--- src/hdl/sm3_pkg.sv ---
// ----------------------------------------------------------------------------
// sm3_pkg
// shared types, constants and round functions of the sm3 hash engine
// ----------------------------------------------------------------------------
package sm3_pkg;

    typedef struct packed {
        logic [7:0] msg_byte;
        logic       byte_present;
        logic       msg_end;
    } t_in_word;

    typedef struct packed {
        logic [31:0] digest_word;
        logic [2:0]  word_index;
        logic        last_word;
    } t_out_word;

    // front-to-back queue entry: a byte to place, or an end command
    typedef enum logic [1:0] {
        CMD_BYTE = 2'd0,
        CMD_END  = 2'd1
    } t_cmd;

    typedef struct packed {
        t_cmd       cmd;
        logic [7:0] data;
    } t_q_word;

    typedef enum logic [2:0] {
        ST_IDLE,
        ST_PAD,
        ST_COMP,
        ST_FOLD,
        ST_OUT
    } t_state;

    localparam logic [31:0] T_LOW  = 32'h79CC4519;
    localparam logic [31:0] T_HIGH = 32'h7A879D8A;
    localparam logic [7:0]  PAD_BYTE = 8'h80;
    localparam int          Q_DEPTH = 4;
    localparam int          Q_AW = 2;

    localparam logic [255:0] SM3_IV = {
        32'h7380166F, 32'h4914B2B9, 32'h172442D7, 32'hDA8A0600,
        32'hA96F30BC, 32'h163138AA, 32'hE38DEE4D, 32'hB0FB0E4E
    };

    function automatic logic [31:0] rotl(input logic [31:0] x, input logic [4:0] n);
        logic [63:0] d;
        d = {x, x} << n;
        return d[63:32];
    endfunction

    function automatic logic [31:0] p0(input logic [31:0] x);
        return x ^ rotl(x, 5'd9) ^ rotl(x, 5'd17);
    endfunction

    function automatic logic [31:0] p1(input logic [31:0] x);
        return x ^ rotl(x, 5'd15) ^ rotl(x, 5'd23);
    endfunction

endpackage

--- src/hdl/sm3_front.sv ---
// ----------------------------------------------------------------------------
// sm3_front
// classifies input words and queues byte and end commands for the core
// ----------------------------------------------------------------------------
module sm3_front (
    input  logic              i_clk,
    input  logic              i_rst_n,
    input  logic              i_valid,
    output logic              o_stall,
    input  sm3_pkg::t_in_word i_data,
    output logic              o_q_valid,
    input  logic              i_q_pop,
    output sm3_pkg::t_q_word  o_q_data
);
    import sm3_pkg::*;

    t_q_word          r_mem [Q_DEPTH];
    logic [Q_AW-1:0]  r_wp, r_rp;
    logic [Q_AW:0]    r_cnt, n_cnt;
    logic             r_half;      // byte pushed, end still pending
    logic             need2, push, done;
    t_q_word          w_entry;

    assign need2   = i_data.byte_present && i_data.msg_end && !r_half;
    assign push    = i_valid && (i_data.byte_present || i_data.msg_end)
                     && (r_cnt != (Q_AW+1)'(Q_DEPTH));
    assign done    = push && !need2;
    assign o_stall = i_valid && !done && (i_data.byte_present || i_data.msg_end);
    assign w_entry = (i_data.byte_present && !r_half)
                     ? '{cmd: CMD_BYTE, data: i_data.msg_byte}
                     : '{cmd: CMD_END, data: 8'd0};

    assign o_q_valid = (r_cnt != '0);
    assign o_q_data  = r_mem[r_rp];

    always_comb begin
        n_cnt = r_cnt + (Q_AW+1)'(push) - (Q_AW+1)'(i_q_pop);
    end

    always_ff @(posedge i_clk) begin
        if (push) begin
            r_mem[r_wp] <= w_entry;
        end
        if (!i_rst_n) begin
            r_wp   <= '0;
            r_rp   <= '0;
            r_cnt  <= '0;
            r_half <= 1'b0;
        end else begin
            if (push) r_wp <= r_wp + 1'b1;
            if (i_q_pop) r_rp <= r_rp + 1'b1;
            r_cnt <= n_cnt;
            if (push) r_half <= need2;
        end
    end
endmodule

--- src/hdl/sm3_core.sv ---
// ----------------------------------------------------------------------------
// sm3_core
// packs bytes, pads, runs 64 rounds one per cycle and emits the digest
// ----------------------------------------------------------------------------
module sm3_core (
    input  logic               i_clk,
    input  logic               i_rst_n,
    input  logic               i_q_valid,
    output logic               o_q_pop,
    input  sm3_pkg::t_q_word   i_q_data,
    output logic               o_valid,
    input  logic               i_stall,
    output sm3_pkg::t_out_word o_data
);
    import sm3_pkg::*;

    t_state       r_state, n_state;
    logic [31:0]  r_w [16];       // sliding expansion window
    logic [31:0]  r_v [8];        // chaining value
    logic [31:0]  r_r [8];        // round registers a..h
    logic [63:0]  r_len, r_flen;
    logic [5:0]   r_pos;
    logic [5:0]   r_rnd;
    logic [2:0]   r_oi;
    logic         r_padding;      // compression belongs to padding
    logic         r_more;         // 0x80 landed too late, one more pad block
    logic         w_put, w_full;
    logic [7:0]   w_byte;
    logic [31:0]  w_new, a12, ss1, ss2, ff, gg, tt1, tt2, tj, wn;

    // byte to place: the queued byte while idle; in padding 0x80, zeros, then the length
    always_comb begin
        w_byte = 8'd0;
        if (r_state == ST_IDLE) begin
            w_byte = i_q_data.data;
        end else if (!r_padding) begin
            w_byte = PAD_BYTE;
        end else if (!r_more && r_pos >= 6'd56) begin
            w_byte = r_flen[8'(7 - r_pos[2:0]) * 8 +: 8];
        end
    end

    assign w_put  = (r_state == ST_IDLE && i_q_valid && i_q_data.cmd == CMD_BYTE)
                    || r_state == ST_PAD;
    assign w_full = w_put && (r_pos == 6'd63);
    assign o_q_pop = r_state == ST_IDLE && i_q_valid;

    // round datapath
    assign tj  = (r_rnd < 6'd16) ? T_LOW : T_HIGH;
    assign a12 = rotl(r_r[0], 5'd12);
    assign ss1 = rotl(a12 + r_r[4] + rotl(tj, r_rnd[4:0]), 5'd7);
    assign ss2 = ss1 ^ a12;
    assign ff  = (r_rnd < 6'd16) ? (r_r[0] ^ r_r[1] ^ r_r[2])
               : ((r_r[0] & r_r[1]) | (r_r[0] & r_r[2]) | (r_r[1] & r_r[2]));
    assign gg  = (r_rnd < 6'd16) ? (r_r[4] ^ r_r[5] ^ r_r[6])
               : ((r_r[4] & r_r[5]) | (~r_r[4] & r_r[6]));
    assign tt1 = ff + r_r[3] + ss2 + (r_w[0] ^ r_w[4]);
    assign tt2 = gg + r_r[7] + ss1 + r_w[0];
    assign wn  = p1(r_w[0] ^ r_w[7] ^ rotl(r_w[13], 5'd15))
                 ^ rotl(r_w[3], 5'd7) ^ r_w[10];

    always_comb begin
        n_state = r_state;
        case (r_state)
            ST_IDLE: begin
                if (i_q_valid && i_q_data.cmd == CMD_END) n_state = ST_PAD;
                else if (w_full) n_state = ST_COMP;
            end
            ST_PAD:  if (w_full) n_state = ST_COMP;
            ST_COMP: if (r_rnd == 6'd63) n_state = ST_FOLD;
            ST_FOLD: n_state = (!r_padding) ? ST_IDLE
                               : (r_more ? ST_PAD : ST_OUT);
            ST_OUT:  if (!i_stall && r_oi == 3'd7) n_state = ST_IDLE;
            default: n_state = ST_IDLE;
        endcase
    end

    assign w_new = {r_w[15][23:0], w_byte};

    always_comb begin
        o_valid = (r_state == ST_OUT);
        o_data.digest_word = r_v[r_oi];
        o_data.word_index  = r_oi;
        o_data.last_word   = (r_oi == 3'd7);
    end

    always_ff @(posedge i_clk) begin
        if (w_put) begin
            r_w[15] <= w_new;
            // a new word starts: retire the finished one into the window
            if (r_pos[1:0] == 2'd0) begin
                for (int k = 0; k < 15; k++) r_w[k] <= r_w[k+1];
            end
        end
        if (r_state == ST_COMP) begin
            for (int k = 0; k < 15; k++) r_w[k] <= r_w[k+1];
            r_w[15] <= wn;
            r_r[3] <= r_r[2]; r_r[2] <= rotl(r_r[1], 5'd9);
            r_r[1] <= r_r[0]; r_r[0] <= tt1;
            r_r[7] <= r_r[6]; r_r[6] <= rotl(r_r[5], 5'd19);
            r_r[5] <= r_r[4]; r_r[4] <= p0(tt2);
        end
        if (w_full) begin
            for (int k = 0; k < 8; k++) r_r[k] <= r_v[k];
        end
        if (!i_rst_n) begin
            r_state   <= ST_IDLE;
            r_pos     <= '0;
            r_rnd     <= '0;
            r_oi      <= '0;
            r_len     <= '0;
            r_flen    <= '0;
            r_padding <= 1'b0;
            r_more    <= 1'b0;
            for (int k = 0; k < 8; k++) r_v[k] <= SM3_IV[255-32*k -: 32];
        end else begin
            r_state <= n_state;
            if (w_put) r_pos <= r_pos + 6'd1;
            if (r_state == ST_IDLE && i_q_valid) begin
                if (i_q_data.cmd == CMD_BYTE) begin
                    r_len <= r_len + 64'd8;
                end else begin
                    r_flen    <= r_len;
                    r_padding <= 1'b0;
                end
            end
            // after the 0x80 byte, pad bytes are zero up to the length field
            if (r_state == ST_PAD) begin
                r_padding <= 1'b1;
                if (!r_padding) r_more <= (r_pos >= 6'd56);
            end
            if (r_state == ST_COMP) r_rnd <= r_rnd + 6'd1;
            if (r_state == ST_FOLD) begin
                r_more <= 1'b0;
                for (int k = 0; k < 8; k++) r_v[k] <= r_v[k] ^ r_r[k];
            end
            if (r_state == ST_OUT && !i_stall) begin
                r_oi <= r_oi + 3'd1;
                if (r_oi == 3'd7) begin
                    r_len <= '0;
                    r_padding <= 1'b0;
                    for (int k = 0; k < 8; k++) r_v[k] <= SM3_IV[255-32*k -: 32];
                end
            end
        end
    end
endmodule

--- src/hdl/sm3_hash_engine_unit.sv ---
// ----------------------------------------------------------------------------
// sm3_hash_engine_unit
// byte-stream sm3 hash with 256-bit digest delivered as eight 32-bit words
// ----------------------------------------------------------------------------
// usage
//   input channel: one word per accepted cycle, carrying a message byte
//   (byte_present), an end mark (msg_end), or both; a word with neither
//   is accepted and ignored
//   a front stage queues byte and end commands into a four-entry queue,
//   a word with both byte and end needs two queue slots and stalls until both are queued
//   the back core packs one byte per cycle while idle and the queue is not
//   empty; the 64th byte of a block starts 64 rounds at one round per cycle
//   in the single shared round unit, then a fold into the chaining value
//   at message end the core pads (up to 72 bytes, one per cycle in ST_PAD),
//   compresses one or two blocks, then shows eight digest words, index 0 first
//   output channel: o_valid holds each word until taken; while the receiver
//   stalls, the core and later the queue fill and the input stalls
//   reset loads the initial vector, clears length, position and queue
// ----------------------------------------------------------------------------
module sm3_hash_engine_unit (
    input  logic                i_clk,
    input  logic                i_rst_n,
    input  logic                i_valid,
    output logic                o_stall,
    input  sm3_pkg::t_in_word   i_data,
    output logic                o_valid,
    input  logic                i_stall,
    output sm3_pkg::t_out_word  o_data
);
    import sm3_pkg::*;

    logic    q_valid, q_pop;
    t_q_word q_data;

    // front: classify and queue
    sm3_front u_front (
        .i_clk, .i_rst_n, .i_valid, .o_stall, .i_data,
        .o_q_valid(q_valid), .i_q_pop(q_pop), .o_q_data(q_data)
    );

    // back: pack, pad, compress, emit
    sm3_core u_core (
        .i_clk, .i_rst_n,
        .i_q_valid(q_valid), .o_q_pop(q_pop), .i_q_data(q_data),
        .o_valid, .i_stall, .o_data
    );
endmodule

--- config.mk ---
export PLATFORM = sky130hd
export DESIGN_NAME = sm3_hash_engine_unit
export DESIGN_NICKNAME = d
export VERILOG_FILES = /design/src/hdl/sm3_pkg.sv /design/src/hdl/sm3_front.sv /design/src/hdl/sm3_core.sv /design/src/hdl/sm3_hash_engine_unit.sv
export SDC_FILE = /design/constraint.sdc
export NUM_CORES = 2
export LEC_CHECK = 0
export ABC_CLOCK_PERIOD_IN_PS = 19000
export BUFFER_PORTS_ARGS = -buffer_cell sky130_fd_sc_hd__buf_4
export CORE_ASPECT_RATIO = 1.25
export CORE_UTILIZATION = 45
export CTS_CLUSTER_SIZE = 16
export DETAILED_ROUTE_END_ITERATION = 6
export GPL_TIMING_DRIVEN = 0
export HOLD_SLACK_MARGIN = 0.15
export SLEW_MARGIN = 25
export SYNTH_ARGS = -nofsm -noshare
export SYNTH_HDL_FRONTEND = slang
export SYNTH_SLANG_ARGS = --single-unit
--- constraint.sdc ---
create_clock -name i_clk -period 19 [get_ports i_clk]
set_input_delay 3.8 -clock i_clk [delete_from_list [all_inputs] [get_ports i_clk]]
set_output_delay 3.8 -clock i_clk [all_outputs]
set_load 0.01 [all_outputs]
==> run_results.csv <==
group,metric,value,unit
run_status,outcome,"complete, no violations",
global_route,grt_pass1_wl,300,mm
timing,grt_setup_unrepaired,"no",
floorplan,die_y,416,um
timing,fmax,73.4,MHz
synth,synth_edf_count,932,
synth,ys_seq_elements,1215,
timing,finClkSkew,53.6,ps
synth,syn_inst,5319,
timing,slew_violations,0,
global_route,grt_pass1_vias,40400,
layout,final_cell_mix,"1101 x nand2_1, 932 x edfxtp_1, 496 x xnor2_1",
drt,drt_first_pass_iters,6,
pwr,irDropWorstVdd,160,uV
layout,final_area,69200,um2
global_route,gr-total-overflow,0,
worst_setup_path,required,19500,ps
placement,place_hpwl,162,mm
placement,io_buffers,51,
worst_hold_path,hold_path_depth,0,
synth,synth-xor-area-share,0.108,
synth,ys_async_sr_fraction,0,
synth,yosys.area_share.simple,0.110,
cts,cts-root-to-sink-buffers,3,
worst_setup_path,r2r_cells,39,
layout,fin_nets,5836,
cts,path_clk_slew,60,ps
layout,final_common_cell,"nand2_1",
floorplan,initial_core_util,0.454,
synth,postSynthAreaPerCell,11.6,um2
layout,area_growth,12.2,%
cts,clk_latency,800,ps
synth,synth_seq_area_share,0.546,
timing,hold_ws,388,ps
worst_hold_path,worstHoldStart,"u_core.r_w[3][81]$_DFFE_PP_",
floorplan,die_area,138000,um2
floorplan,io_pins,52,
drt,vias,42400,
worst_setup_path,slowest_stage,"o211ai_1",
drt,wl_per_cell,28.8,um
flow_run,cap_violations,0,
floorplan,rows,151,
layout,final_cells,7398,
cts,cts-root-buf,"clkbuf_16",
synth,synth_mux_area_frac,0.0499,
timing,min_period,13620,ps
synth,synth_top_family_by_area,"simple AND/OR/NAND/NOR gates",
cts,ctsResizeCount,0,
timing,setup_tns,0,ps
drt,drc,0,
cts,cts_inserted_buffers,132,
timing,finalHoldViolCount,0,
synth,synthAdderAreaFrac,0.0835,
cts,h-tree-depth,4,
floorplan,coreArea,136000,um2
cts,cts_setup_buffers,0,
synth,ys_warn_count,0,
timing,worst_pin_slew,1210,ps
placement,globalplace.congestion,1.03,
layout,drive_above_1_share,0.0859,
floorplan,die_w,333,um
synth,yosysUniqueCellTypes,81,
cts,postCtsHoldBufs,0,
pwr,p_per_area,181,nW/um2
drt,wl,213,mm
worst_setup_path,rr_startpoint,"u_core.r_rnd[4]$_SDFFE_PN0P_",
synth,synth_nets,5631,
timing,setup_viol,0,
global_route,grt_max_degree,59,
placement,dpl.cell_count,7149,
drt,drtIter0Drc,4946,
worst_setup_path,cp-startpoint,"u_core.r_rnd[4]$_SDFFE_PN0P_",
synth,syn_area,61600,um2
placement,place_area,64800,um2
worst_setup_path,critPathLaunchType,"flip-flop",
worst_setup_path,crit_arrival,14120,ps
worst_setup_path,worst_path_largest_cell_delay,650,ps
worst_setup_path,critical_path_class,"reg -> reg",
timing,relSlewSlack,0.195,
global_route,grt_usage,0.308,
cts,cts_tree,"yes",
synth,synthFlopType,"edfxtp_1",
worst_setup_path,worstPathMaxFanout,13,
drt,ant_nets,0,
drt,via_per_inst,5.73,
worst_setup_path,worstSetupEndpointType,"flip-flop",
synth,synth_compound_area_frac,0.0699,
worst_hold_path,hold_path_class,"reg -> reg",
timing,fin_crit_sh,0.717,
pwr,p_leak,24.6,nW
cts,cts.sinks,1215,
global_route,antenna_found_initial,10,
## flip-flops by register name, indices dropped and copies added, names as in the netlist, named ones only
register          flops
u_core.r_padding      1
u_core.r_oi           3
u_front.r_rp          2
u_core.r_more         1
u_core.r_len         61
u_front.r_cnt         3
u_core.r_rnd          6
u_front.r_half        1
u_core.r_state        3
u_front.r_wp          2
u_front.r_mem        36
u_core.r_w          512
u_core.r_flen        61
u_core.r_pos          6
u_core.r_v          256
u_core.r_r          256
## path summary, 6_finish.rpt
kind	end	slack [ps]
hold / removal	u_core.r_w[3][49]$_DFFE_PP_	390
setup / recovery	u_core.r_r[4][15]$_DFFE_PP_	5380
setup reg to reg	u_core.r_r[4][15]$_DFFE_PP_	5380
hold reg to reg	u_core.r_w[3][49]$_DFFE_PP_	390
## through the flow
| step | setup WS, ps | utilization | power, mW |
|---|---|---|---|
| global route | 4860 | 0.510 | 13.1 |
| detailed placement | 5760 | 0.478 | 9.88 |
| CTS | 5700 | 0.510 | 12.5 |
| global placement | 1150 | 0.473 | 8.83 |
| finish | 5380 | 0.510 | 12.5 |
| floorplan | 6350 | - | 8.41 |
## cells by family after synthesis
| logic type | count (synthesis) |
|---|---|
| simple gates | 1640 |
| xor+xnor | 756 |
| fa+ha+maj | 298 |
| flops | 1215 |
| buf+inv | 523 |
| compound gates | 694 |
| mux | 193 |
## synth_stat cells (16+ instances only)
| master | instances | area (um2) |
|---|---|---|
| a211oi_1 | 25 | 188 |
| a21boi_0 | 68 | 510 |
| a21o_1 | 43 | 323 |
| a21oi_1 | 175 | 876 |
| a31oi_1 | 25 | 156 |
| and2_1 | 37 | 231 |
| and3_1 | 22 | 138 |
| buf_1 | 30 | 113 |
| buf_2 | 23 | 115 |
| clkbuf_1 | 165 | 619 |
| dfxtp_1 | 283 | 5670 |
| edfxtp_1 | 932 | 28000 |
| fa_1 | 189 | 3780 |
| ha_1 | 109 | 1360 |
| inv_1 | 300 | 1130 |
| mux2_2 | 54 | 608 |
| mux2i_1 | 53 | 531 |
| mux4_2 | 86 | 1940 |
| nand2_1 | 1103 | 4140 |
| nand3_1 | 34 | 170 |
| nand4_1 | 21 | 131 |
| nor2_1 | 301 | 1130 |
| nor2b_1 | 24 | 150 |
| nor3_1 | 19 | 95.1 |
| o21ai_0 | 215 | 1080 |
| o22ai_1 | 16 | 100 |
| o311a_1 | 17 | 170 |
| o31ai_1 | 22 | 165 |
| or3_1 | 31 | 194 |
| xnor2_1 | 500 | 4380 |
| xor2_1 | 253 | 2220 |
## per-layer routing
metal  up-vias  wire length, um  track usage
li1      18600                -            -
met1     21300            82400        0.388
met2      1975            97000        0.477
met3       472            16000       0.0538
met4         6            17700        0.228
met5         -               35            0
## area by class of cell
cell class / instances / area [um2]
clock buffers: 176 / 3600
flip-flops and latches: 1215 / 33700
well taps: 1759 / 2200
fillers: 12100 / 66500
repair buffers: 71 / 865
inverters: 302 / 1130
clock inverters: 58 / 732
multi-input cells: 3581 / 26000
diodes: 15 / 37.5
plain buffers: 221 / 898
## power by group
| group | total, mW | leakage [nW] | internal, mW | switching, mW |
|---|---|---|---|---|
| clock network | 2.60 | 2.09 | 1.45 | 1.15 |
| registers | 4.44 | 10.9 | 4.07 | 0.378 |
| logic | 5.51 | 11.7 | 2.11 | 3.40 |
## critical path, delay by kind of cell (launching register included)
| family | cells | cell delay, ps |
|---|---|---|
| AOI/OAI and AO/OA | 18 | 5190 |
| DFF | 1 | 300 |
| muxes | 1 | 370 |
| buffers and inverters | 6 | 2160 |
| xor gates and xnor gates | 2 | 700 |
| and+or+nand+nor | 5 | 1480 |
| adders and majority gates | 7 | 3160 |
Note: power is estimated with default switching activity, not from simulation.
